[config.mk]
export PLATFORM = sky130hd
export DESIGN_NAME = decimal_digest_modulo_unit
export DESIGN_NICKNAME = d
export VERILOG_FILES = /design/src/sv/ddm_pkg.sv /design/src/sv/ddm_fifo.sv /design/src/sv/ddm_front.sv /design/src/sv/ddm_back.sv /design/src/sv/decimal_digest_modulo_unit.sv
export VERILOG_INCLUDE_DIRS = /design/src /design/src/sv
export SDC_FILE = /design/constraint.sdc
export NUM_CORES = 2
export LEC_CHECK = 0
export BUFFER_PORTS_ARGS = -buffer_cell sky130_fd_sc_hd__buf_2
export CORE_AREA = 10 10 317 319
export CTS_CLUSTER_DIAMETER = 40
export DETAILED_ROUTE_END_ITERATION = 6
export DIE_AREA = 0 0 327 329
export HOLD_SLACK_MARGIN = 0.03
export SETUP_SLACK_MARGIN = 0.3
export SLEW_MARGIN = 20
export SYNTH_ARGS = -nofsm -noshare
export SYNTH_HDL_FRONTEND = slang
export SYNTH_HIERARCHICAL = 1
export SYNTH_SLANG_ARGS = --single-unit
[constraint.sdc]
create_clock -name clk -period 9.4 [get_ports clk]
set_input_delay 0.94 -clock clk [delete_from_list [all_inputs] [get_ports clk]]
set_output_delay 0.94 -clock clk [all_outputs]
set_load 0.1 [all_outputs]
[src/sv/assert_macros.svh]
// Assertion helpers used by the RTL.
`ifndef ASSERT_MACROS_SVH
`define ASSERT_MACROS_SVH

// Same-cycle implication.
`define ASSERT_IMPL(label, clk, rst, ante, cons) \
  label: assert property (@(posedge clk) disable iff (rst) (ante) |-> (cons)) \
    else $error("%m: assertion failed");

// Next-cycle implication.
`define ASSERT_NEXT(label, clk, rst, ante, cons) \
  label: assert property (@(posedge clk) disable iff (rst) (ante) |=> (cons)) \
    else $error("%m: assertion failed");

`endif

[src/sv/ddm_pkg.sv]
package ddm_pkg;

  localparam int NUM_MULT = 9;
  localparam int MULT_W   = 36;

  typedef struct packed {
    logic [2:0][3:0] digit;
    logic [1:0]      ndig;
    logic            last;
  } cmd_t;

  typedef struct packed {
    logic running;
    logic reducing;
  } back_status_t;

  function automatic cmd_t split_byte(input logic [7:0] b, input logic last);
    cmd_t       c;
    logic [3:0] hun;
    logic [3:0] ten;
    logic [7:0] r2;
    logic [7:0] r1;
    c   = '0;
    hun = (b >= 8'd200) ? 4'd2 : ((b >= 8'd100) ? 4'd1 : 4'd0);
    unique case (hun)
      4'd2:    r2 = b - 8'd200;
      4'd1:    r2 = b - 8'd100;
      default: r2 = b;
    endcase
    ten = 4'd0;
    for (int j = 1; j < 10; j++) begin
      if (r2 >= 8'(j * 10)) ten = 4'(j);
    end
    r1 = r2 - 8'(ten) * 8'd10;
    c.last = last;
    if (b >= 8'd100) begin
      c.ndig     = 2'd3;
      c.digit[0] = hun;
      c.digit[1] = ten;
      c.digit[2] = r1[3:0];
    end else if (b >= 8'd10) begin
      c.ndig     = 2'd2;
      c.digit[0] = ten;
      c.digit[1] = r1[3:0];
    end else begin
      c.ndig     = 2'd1;
      c.digit[0] = r1[3:0];
    end
    return c;
  endfunction

endpackage

[src/sv/ddm_fifo.sv]
module ddm_fifo #(
  parameter int WIDTH = 8,
  parameter int DEPTH = 2
) (
  input  logic             clk,
  input  logic             rst,
  input  logic             push,
  input  logic [WIDTH-1:0] wr_data,
  output logic             full,
  input  logic             pop,
  output logic [WIDTH-1:0] rd_data,
  output logic             empty
);
  localparam int PTR_W = (DEPTH > 1) ? $clog2(DEPTH) : 1;
  localparam int CNT_W = $clog2(DEPTH + 1);

  logic [DEPTH-1:0][WIDTH-1:0] mem;
  logic [PTR_W-1:0]            wr_ptr;
  logic [PTR_W-1:0]            rd_ptr;
  logic [CNT_W-1:0]            count;
  logic                        do_push;
  logic                        do_pop;

  assign full    = (count == CNT_W'(DEPTH));
  assign empty   = (count == '0);
  assign do_push = push && !full;
  assign do_pop  = pop && !empty;
  assign rd_data = mem[rd_ptr];

  always_ff @(posedge clk) begin
    if (do_push) begin
      mem[wr_ptr] <= wr_data;
    end
  end

  always_ff @(posedge clk) begin
    if (rst) begin
      wr_ptr <= '0;
      rd_ptr <= '0;
      count  <= '0;
    end else begin
      if (do_push) begin
        wr_ptr <= (wr_ptr == PTR_W'(DEPTH - 1)) ? '0 : wr_ptr + 1'b1;
      end
      if (do_pop) begin
        rd_ptr <= (rd_ptr == PTR_W'(DEPTH - 1)) ? '0 : rd_ptr + 1'b1;
      end
      unique case ({do_push, do_pop})
        2'b10:   count <= count + 1'b1;
        2'b01:   count <= count - 1'b1;
        default: count <= count;
      endcase
    end
  end

endmodule

[src/sv/ddm_front.sv]
module ddm_front (
  input  logic          hash_byte_v,
  input  logic [7:0]    hash_byte,
  input  logic          last_byte,
  input  logic          cmd_full,
  output logic          full,
  output logic          cmd_push,
  output ddm_pkg::cmd_t cmd
);
  import ddm_pkg::*;

  // byte -> up to three decimal digits, most significant first
  assign cmd      = split_byte(hash_byte, last_byte);
  assign cmd_push = hash_byte_v && !cmd_full;
  assign full     = cmd_full;

endmodule

[src/sv/ddm_back.sv]
module ddm_back (
  input  logic                  clk,
  input  logic                  rst,
  input  logic                  modulus_we,
  input  logic [31:0]           modulus_in,
  input  logic                  cmd_empty,
  input  ddm_pkg::cmd_t         cmd,
  output logic                  cmd_pop,
  input  logic                  res_full,
  output logic                  res_push,
  output logic [31:0]           res_data,
  output ddm_pkg::back_status_t status
);
  import ddm_pkg::*;

  localparam logic [1:0] ST_PREP   = 2'd0;
  localparam logic [1:0] ST_REDUCE = 2'd1;
  localparam logic [1:0] ST_RUN    = 2'd2;

  logic [1:0]                         state;
  logic [31:0]                        modulus;
  logic [NUM_MULT-1:0][MULT_W-1:0]    mult;
  logic [3:0]                         prep_cnt;
  logic [31:0]                        rem;
  logic [31:0]                        src;
  logic [4:0]                         div_cnt;
  logic [1:0]                         dig_idx;

  logic [MULT_W-1:0] wide;
  logic [MULT_W-1:0] sub;
  logic [MULT_W-1:0] diff;
  logic [31:0]       step;
  logic [32:0]       trial;
  logic [32:0]       trial_sub;
  logic              digit_last;
  logic              emit;
  logic              stall;
  logic              advance;

  // r*10 + d, then subtract the largest multiple k*m not above it (k = 0..9)
  always_comb begin
    wide = ({4'b0, rem} << 3) + ({4'b0, rem} << 1)
         + {{(MULT_W - 4){1'b0}}, cmd.digit[dig_idx]};
    sub = '0;
    for (int j = 0; j < NUM_MULT; j++) begin
      if (wide >= mult[j]) sub = mult[j];
    end
    diff = wide - sub;
    step = (modulus == '0) ? wide[31:0] : diff[31:0];
  end

  // one bit per cycle of rem mod m after a modulus change
  assign trial     = {rem, src[31]};
  assign trial_sub = trial - {1'b0, modulus};

  assign digit_last = (dig_idx == (cmd.ndig - 2'd1));
  assign emit       = digit_last && cmd.last;
  assign stall      = emit && res_full;
  assign advance    = (state == ST_RUN) && !cmd_empty && !stall;
  assign cmd_pop    = advance && digit_last;
  assign res_push   = advance && emit;
  assign res_data   = step;

  assign status.running  = (state == ST_RUN);
  assign status.reducing = (state == ST_REDUCE);

  always_ff @(posedge clk) begin
    if (rst) begin
      state    <= ST_PREP;
      modulus  <= 32'd1;
      mult[0]  <= MULT_W'(1);
      prep_cnt <= 4'd1;
      rem      <= '0;
      dig_idx  <= '0;
      div_cnt  <= '0;
    end else if (modulus_we) begin
      state    <= ST_PREP;
      modulus  <= modulus_in;
      mult[0]  <= {4'b0, modulus_in};
      prep_cnt <= 4'd1;
      dig_idx  <= '0;
    end else begin
      unique case (state)
        ST_PREP: begin
          mult[prep_cnt] <= mult[prep_cnt - 4'd1] + {4'b0, modulus};
          prep_cnt       <= prep_cnt + 4'd1;
          if (prep_cnt == 4'(NUM_MULT - 1)) begin
            if (modulus == '0) begin
              state <= ST_RUN;
            end else begin
              src     <= rem;
              rem     <= '0;
              div_cnt <= '0;
              state   <= ST_REDUCE;
            end
          end
        end
        ST_REDUCE: begin
          rem     <= trial_sub[32] ? trial[31:0] : trial_sub[31:0];
          src     <= src << 1;
          div_cnt <= div_cnt + 5'd1;
          if (div_cnt == 5'd31) begin
            state <= ST_RUN;
          end
        end
        ST_RUN: begin
          if (advance) begin
            rem     <= emit ? '0 : step;
            dig_idx <= digit_last ? 2'd0 : dig_idx + 2'd1;
          end
        end
        default: state <= ST_RUN;
      endcase
    end
  end

endmodule

[src/sv/decimal_digest_modulo_unit.sv]
// Decimal digest modulo unit: maps a digest, one byte per request, to a bucket index.
// Input queue: drive hash_byte/last_byte with push; a request is taken when push is
//   high and full is low. Each byte counts as its decimal digits (one to three).
// Result queue: bucket_index is valid while empty is low; pop takes it. One result
//   comes out per byte marked last_byte; the running remainder then restarts at zero.
// Configuration: modulus_we writes modulus at once (zero means 2^32).
// Throughput: the digit engine folds one decimal digit into the remainder each cycle
//   while it runs, has a byte queued and is not held by a full result queue.
// Results: a result is pushed into the result queue in the cycle that the engine
//   folds the last digit of its last byte.
// Reset and modulus writes: the engine first builds the multiples 1..9 of the
//   modulus, then reduces the held remainder one bit a cycle (skipped for modulus
//   zero). Bytes are queued meanwhile until the input queue fills.
// Stall: if pop stays low the result queue fills, the engine halts at the next
//   last byte, the input queue fills and full rises; nothing is lost.
`include "assert_macros.svh"

module decimal_digest_modulo_unit #(
  parameter int CMD_DEPTH = 2,
  parameter int RES_DEPTH = 2
) (
  input  logic        clk,
  input  logic        rst,
  input  logic        push,
  output logic        full,
  input  logic [7:0]  hash_byte,
  input  logic        last_byte,
  output logic        empty,
  input  logic        pop,
  output logic [31:0] bucket_index,
  input  logic        modulus_we,
  input  logic [31:0] modulus
);
  import ddm_pkg::*;

  cmd_t         cmd_in;
  cmd_t         cmd_q;
  logic         cmd_push;
  logic         cmd_full;
  logic         cmd_empty;
  logic         cmd_pop;
  logic         res_push;
  logic         res_full;
  logic [31:0]  res_data;
  back_status_t back_status;

  ddm_front u_front (
    .hash_byte_v (push),
    .hash_byte   (hash_byte),
    .last_byte   (last_byte),
    .cmd_full    (cmd_full),
    .full        (full),
    .cmd_push    (cmd_push),
    .cmd         (cmd_in)
  );

  ddm_fifo #(
    .WIDTH ($bits(cmd_t)),
    .DEPTH (CMD_DEPTH)
  ) u_cmd_fifo (
    .clk     (clk),
    .rst     (rst),
    .push    (cmd_push),
    .wr_data (cmd_in),
    .full    (cmd_full),
    .pop     (cmd_pop),
    .rd_data (cmd_q),
    .empty   (cmd_empty)
  );

  ddm_back u_back (
    .clk        (clk),
    .rst        (rst),
    .modulus_we (modulus_we),
    .modulus_in (modulus),
    .cmd_empty  (cmd_empty),
    .cmd        (cmd_q),
    .cmd_pop    (cmd_pop),
    .res_full   (res_full),
    .res_push   (res_push),
    .res_data   (res_data),
    .status     (back_status)
  );

  ddm_fifo #(
    .WIDTH (32),
    .DEPTH (RES_DEPTH)
  ) u_res_fifo (
    .clk     (clk),
    .rst     (rst),
    .push    (res_push),
    .wr_data (res_data),
    .full    (res_full),
    .pop     (pop),
    .rd_data (bucket_index),
    .empty   (empty)
  );

  `ASSERT_IMPL(a_res_on_last, clk, rst, res_push, cmd_q.last && !res_full && !cmd_empty)
  `ASSERT_IMPL(a_pop_running, clk, rst, cmd_pop, back_status.running && !cmd_empty)
  `ASSERT_NEXT(a_cfg_restart, clk, rst, modulus_we, !back_status.running && !back_status.reducing)

endmodule

# [Word-level counts from Yosys, hierarchy flattened]
# Index checks and enable logic that the tools add are counted.
[totals] romBits=0 in_bits=46 n_memories=0 ram_bits=0 word_cells=203 out_inout_bits=34 latch_bits=0 regBits=535
[classes] addsub=21 bitwise_logic=3 shifts=0 mux=68 div_mod_pow=0 order_cmp=31 n_reduce_logical=35 multipliers=1 n_eq_ne=17
[op_table] operator="two-way mux 32 bit" n=22
[op_table] operator="bitwise mux 324 bit" n=1
[op_table] operator=">= comparator 36 bit" n=9
[op_table] operator="binary-select mux 36 bit (select 4 bit)" n=1
[op_table] operator="demux 36 bit (select 4 bit)" n=1
[op_table] operator="one-hot mux 32 bit (3 select lines)" n=1
[op_table] operator="two-way mux 36 bit" n=2
[op_table] operator="bitwise mux 64 bit" n=1
[op_table] operator="one-hot mux 32 bit (2 select lines)" n=1
[op_table] operator="two-way mux 15 bit" n=3
[op_table] operator="adder 35 x 33 -> 36 bit" n=1
[op_table] operator="adder 36 x 32 -> 36 bit" n=1
[op_table] operator="adder 36 x 4 -> 36 bit" n=1
[op_table] operator="subtractor 33 x 32 -> 33 bit" n=1
[op_table] operator="demux 32 bit (select 1 bit)" n=1
[op_table] operator=">= comparator 8 x 7 -> 1 bit, second input constant" n=4
[op_table] operator="zero test 32 bit" n=1
[op_table] operator="subtractor 32 bit" n=1
[op_table] operator="bitwise mux 30 bit" n=1
[op_table] operator=">= comparator 8 x 6 -> 1 bit, second input constant" n=3
[op_table] operator="two-way mux 4 bit" n=6
[op_table] operator=">= comparator 8 x 4 -> 1 bit, second input constant" n=2
[op_table] operator=">= comparator 8 x 5 -> 1 bit, second input constant" n=2
[op_table] operator="one-hot mux 8 bit (2 select lines)" n=1
[op_table] operator="47 further kinds" n=108

# [Longest topological paths before layout]
[depth] depth_word=20 ltp_mapped=48 ltp_nobuf=46

# [Cells and area by module]
# The synthesis kept the hierarchy.
[modules_own_cells] module="ddm_back" cells_per_inst=3659 instances=1 area_per_inst_um2=34584.4 seq_area_each_um2=11871.4
[modules_own_cells] module="ddm_fifo at u_res_fifo" cells_per_inst=124 instances=1 area_per_inst_um2=2501.1 seq_area_each_um2=2001.9
[modules_own_cells] module="ddm_fifo at u_cmd_fifo" cells_per_inst=71 instances=1 area_per_inst_um2=1280.0 seq_area_each_um2=980.9
[modules_own_cells] module="ddm_front" cells_per_inst=125 instances=1 area_per_inst_um2=908.4 seq_area_each_um2=0.0

# [Least setup slack after synthesis]
# Ideal clock, no wire load.
[synth_timing] path_type="reg-to-reg" startpoint="reg u_cmd_fifo.rd_ptr" endpoint="reg u_back.rem[16]" t_required_ps=9278 arrival_ps=9585 slack_ps=-306 n_path_buf=2 stages_incl_launch_ff=48 period_less_slack_ps=9706 setup_time_ps=122 path_cell_list="dfxtp_1 > buf_2 > buf_2 > mux2_1 > mux2i_1 > nor2_1 > a21oi_1 > fa_1 > fa_1 > nor2b_1 > o31a_1 > o21ai_0 > a211oi_1 > o211ai_1 > a21oi_1 > nand2_1 > a211oi_1 > nor3_1 > [... 12 more ...] > mux2_2 > o221ai_1 > o21ai_0 > ha_1 > inv_1 > fa_1 > a211oi_1 > o21bai_1 > a31oi_1 > o22ai_1 > o221a_2 > o21ai_1 > nand2b_1 > a21o_1 > a21oi_1 > xnor2_1 > mux2_2 > a221o_1"
[synth_lines] element="start, declared" line="ddm_fifo.sv:19" rtl="logic [PTR_W-1:0] rd_ptr;"
[synth_lines] element="start signal, assigned" line="ddm_fifo.sv:46" rtl="rd_ptr <= (rd_ptr == PTR_W'(DEPTH - 1)) ? '0 : rd_ptr + 1'b1;"
[synth_lines] element="end signal, assigned" line="ddm_back.sv:99" rtl="rem <= trial_sub[32] ? trial[31:0] : trial_sub[31:0];"
[synth_lines] element="end signal, assigned" line="ddm_back.sv:108" rtl="rem <= emit ? '0 : step;"
[synth_lines] element="end, declared" line="ddm_back.sv:24" rtl="logic [31:0] rem;"

==> impl_metrics.toml <==
[status]
status = "finished, violations left"
violations = "negative setup slack"

[place]
numPortBuffers = 79
dpl_worst_slack_ns = -0.726
gp_congestion = 0.983
dp_hpwl_microns = 110000
dp_cells = 5557

[yosys]
synth_top_family_by_area = "compound AO/OA/AOI/OAI gates"
synthXorXnorAreaFrac = 0.0281
synth-edff-count = 414
synth_fa_ha_area_frac = 0.164
ys_types = 108
synth_area_sq_mm = 0.0393
yosys.area.top_type = "edfxtp_1"
synth-simple-area-share = 0.109
ys_seq_elements = 535
synth-warning-count = 6
yosysSeqAreaShare = 0.378
syn-num-nets = 4537
synthArstFlopShare = 0
synth_cells = 3979
synth_flop_cell = "edfxtp_1"
synth.avg_cell_area_sq_um = 9.87
yosys-top-cells-area = "edfxtp_1 (32%), ha_1 (16%), dfxtp_1 (6.2%), mux4_2 (4.1%), inv_1 (4.0%)"
synth_mux_area_frac = 0.0879
synth_top_area_frac = 0.317
synth_compound_area_frac = 0.177

[timing]
hold_violations = 0
tightest_slew_ns = 1.21
setup_violations = 2
period_minus_slack_ns = 9.44
relSlewSlack = 0.189
min_period_over_period = 1.00
slew_viol_final = 0
skew_ns = 0.0346
max_freq_mhz = 106
hold_ws_ns = 0.460
fin_ws_ns = -0.0406
rsz0062_at_grt = "true"

[min_path]
worst_hold_startpoint = "u_back/div_cnt[4]"
hold_class = "reg -> reg"
worstHoldPathCells = 2
holdPathEnd = "u_back/div_cnt[4]"

[cells_and_area]
drive_gt1_frac = 0.226
insertedDiodeCount = 0
fillers = 8560
fin_nets = 5008
area_growth_pct = 23.6
final_common_cell = "ha_1"
layout_common_cells = "ha_1 (494), edfxtp_1 (414), inv_1 (412)"
instances_no_fill = 5791

[critical_path]
critPathLaunch = "u_cmd_fifo/rd_ptr"
rr_startpoint = "u_cmd_fifo/rd_ptr"
r2r_cells = 49
path_buf_inv = 7
crit_fanout = 7
worst_path_largest_cell_delay_ns = 0.49
arrival_ns = 9.97
cpMaxStageDelayCell = "or4_1"
path_delay_family = "compound AO/OA/AOI/OAI gates"
path_class = "reg -> reg"
endpoint_kind = "flop"
cp.required_ns = 9.93
r2r_slack_ns = -0.04
r2r-end = "u_back/rem[31]"
cp-start-kind = "flop"

[route]
firstDrtPassIters = 6
vias = 33876
route.detailed.vias_per_inst = 5.85
routed_wl_microns = 145000
first_iter_violations = 3029
drc_errors = 0
ant_nets = 0
wl_per_cell_microns = 25.1

[job]
cap_viol_max_count = 0

[global_route]
grt_pass1_wl_microns = 213000
grt_pass1_vias = 32638
grt_usage = 0.263
overflow = 0
grt_max_degree = 48
antenna_found_initial = 1

[floorplanning]
start_util = 0.416
num_rows = 113
ioPinCount = 80
die_width_microns = 327
fp.dieH_microns = 329
core_area_sq_mm = 0.0943
die_area_sq_mm = 0.108

[clock_network]
clock_latency_ns = 0.67
cts.clk_slew.worst_paths_ns = 0.06
cts_buffers = 88
h-tree-depth = 3
tritoncts = "done"
postCtsHoldBufs = 0
cts_max_path_buffers = 3
cts_root_buf = "clkbuf_16"
clock_sinks = 535

[power_and_ir_drop]
p_leak_nw = 21.7
ir_drop_mv = 0.133
p_per_area_mw_per_mm2 = 152
-- flip-flops by register name (all words and copies together) (netlist names) --
signal and cells:
u_cmd_fifo/mem 30, u_back/mult 324, u_back/dig_idx 2, u_back/div_cnt 5, u_back/modulus 32, u_res_fifo/count 2, u_cmd_fifo/rd_ptr 1, u_res_fifo/mem 64
u_back/rem 32, u_res_fifo/wr_ptr 1, u_cmd_fifo/wr_ptr 1, u_cmd_fifo/count 2, u_back/state 2, u_res_fifo/rd_ptr 1, u_back/src 32, u_back/prep_cnt 4
-- where the power goes --
group          switching [W]  total [W]  internal (W)  leakage [nW]
Clock                0.00128    0.00330       0.00202          1.46
Combinational       0.000746    0.00123      0.000486          15.5
Sequential         0.0000688    0.00283       0.00276          4.78
Total                0.00210    0.00736       0.00526          21.7
-- worst max-delay path by stage --
stage	cells past startpoint	slack, ns	end
6_report	49	-0.04	u_back/rem[31]
3_5_place_dp	43	-0.73	u_back/rem[31]
4_1_cts	48	-0.04	u_back/rem[31]
3_3_place_gp	44	-0.63	u_back/rem[31]
5_1_grt	48	-0.49	u_back/rem[31]
2_1_floorplan	46	0.32	u_back/rem[30]
-- synth_stat cells (12+ instances only) --
library cell / n
edfxtp_1: 414
nand2_1: 260
nor4_1: 17
a211oi_1: 55
o21ai_0: 265
or3_1: 14
nand4_1: 51
mux2_2: 61
mux2_1: 22
o211ai_1: 19
ha_1: 506
nand3_1: 119
a22oi_1: 80
and3_1: 18
nand2b_1: 22
a221o_1: 16
o21a_1: 38
buf_1: 15
a21o_1: 113
o21bai_1: 23
inv_1: 415
mux2i_1: 88
a31oi_1: 51
nor2b_1: 27
dfxtp_1: 121
a21oi_1: 296
clkbuf_1: 116
nor3_1: 37
nor2_1: 280
xnor2_1: 78
xor2_1: 46
buf_2: 12
and2_1: 14
and4_1: 12
mux4_2: 72
-- repair_timing --
| item | in CTS | in global routing |
|---|---|---|
| pin swaps | 90 | 62 |
| endpoints found under the setup margin | 68 | 76 |
| buffers inserted | 42 | 25 |
| gates resized for setup | 152 | 109 |
| cloned | 1 | 0 |
-- worst reg2reg max path, delay by kind of cell (launching register included) --
kind	cells	cell delay [ns]
multiplexers	2	0.50
AND/OR/NAND/NOR	10	1.76
buffers and inverters	7	0.95
adder cells (fa/ha/maj)	5	1.43
flip-flops	1	0.37
AO/OA/AOI/OAI	23	4.02
XOR/XNOR	2	0.29
-- logic make-up after synthesis --
family | count (synthesis)
AO/OA/AOI/OAI | 1084
AND/OR/NAND/NOR | 913
buffers and inverters | 566
flip-flops | 535
adder cells (fa/ha/maj) | 512
multiplexers | 244
XOR/XNOR | 125
-- layout make-up --
type / count / area (sq um) / area share
Sequential cell: 535 / 14900 / 0.306
Multi-Input combinational cell: 2878 / 23300 / 0.480
Inverter: 417 / 1570 / 0.0323
Clock buffer: 102 / 2290 / 0.0471
Tap cell: 1265 / 1580 / 0.0326
Clock inverter: 64 / 754 / 0.0155
Timing Repair Buffer: 530 / 4170 / 0.0860
-- layer usage --
metal | track usage | up-vias | routed length (microns)
met5 | 0 | - | 0
met4 | 0.149 | 0 | 9010
met3 | 0.0426 | 303 | 11000
met2 | 0.420 | 1387 | 65900
met1 | 0.336 | 16465 | 59500
li1 | - | 15721 | -
-- through the flow --
| step | utilization | setup TNS, ns | total power (W) | area, sq um |
|---|---|---|---|---|
| after floorplan | - | 0 | 0.00354 | 39400 |
| after global placement | 0.465 | -14.83 | 0.00396 | 43900 |
| after detailed placement | 0.465 | -18.87 | 0.00398 | 43900 |
| after CTS | 0.508 | -0.0363 | 0.00733 | 47900 |
| after global routing | 0.515 | -11.36 | 0.00763 | 48500 |
| final | 0.515 | -0.0598 | 0.00736 | 48500 |
Note: power is estimated with default switching activity, not from simulation.
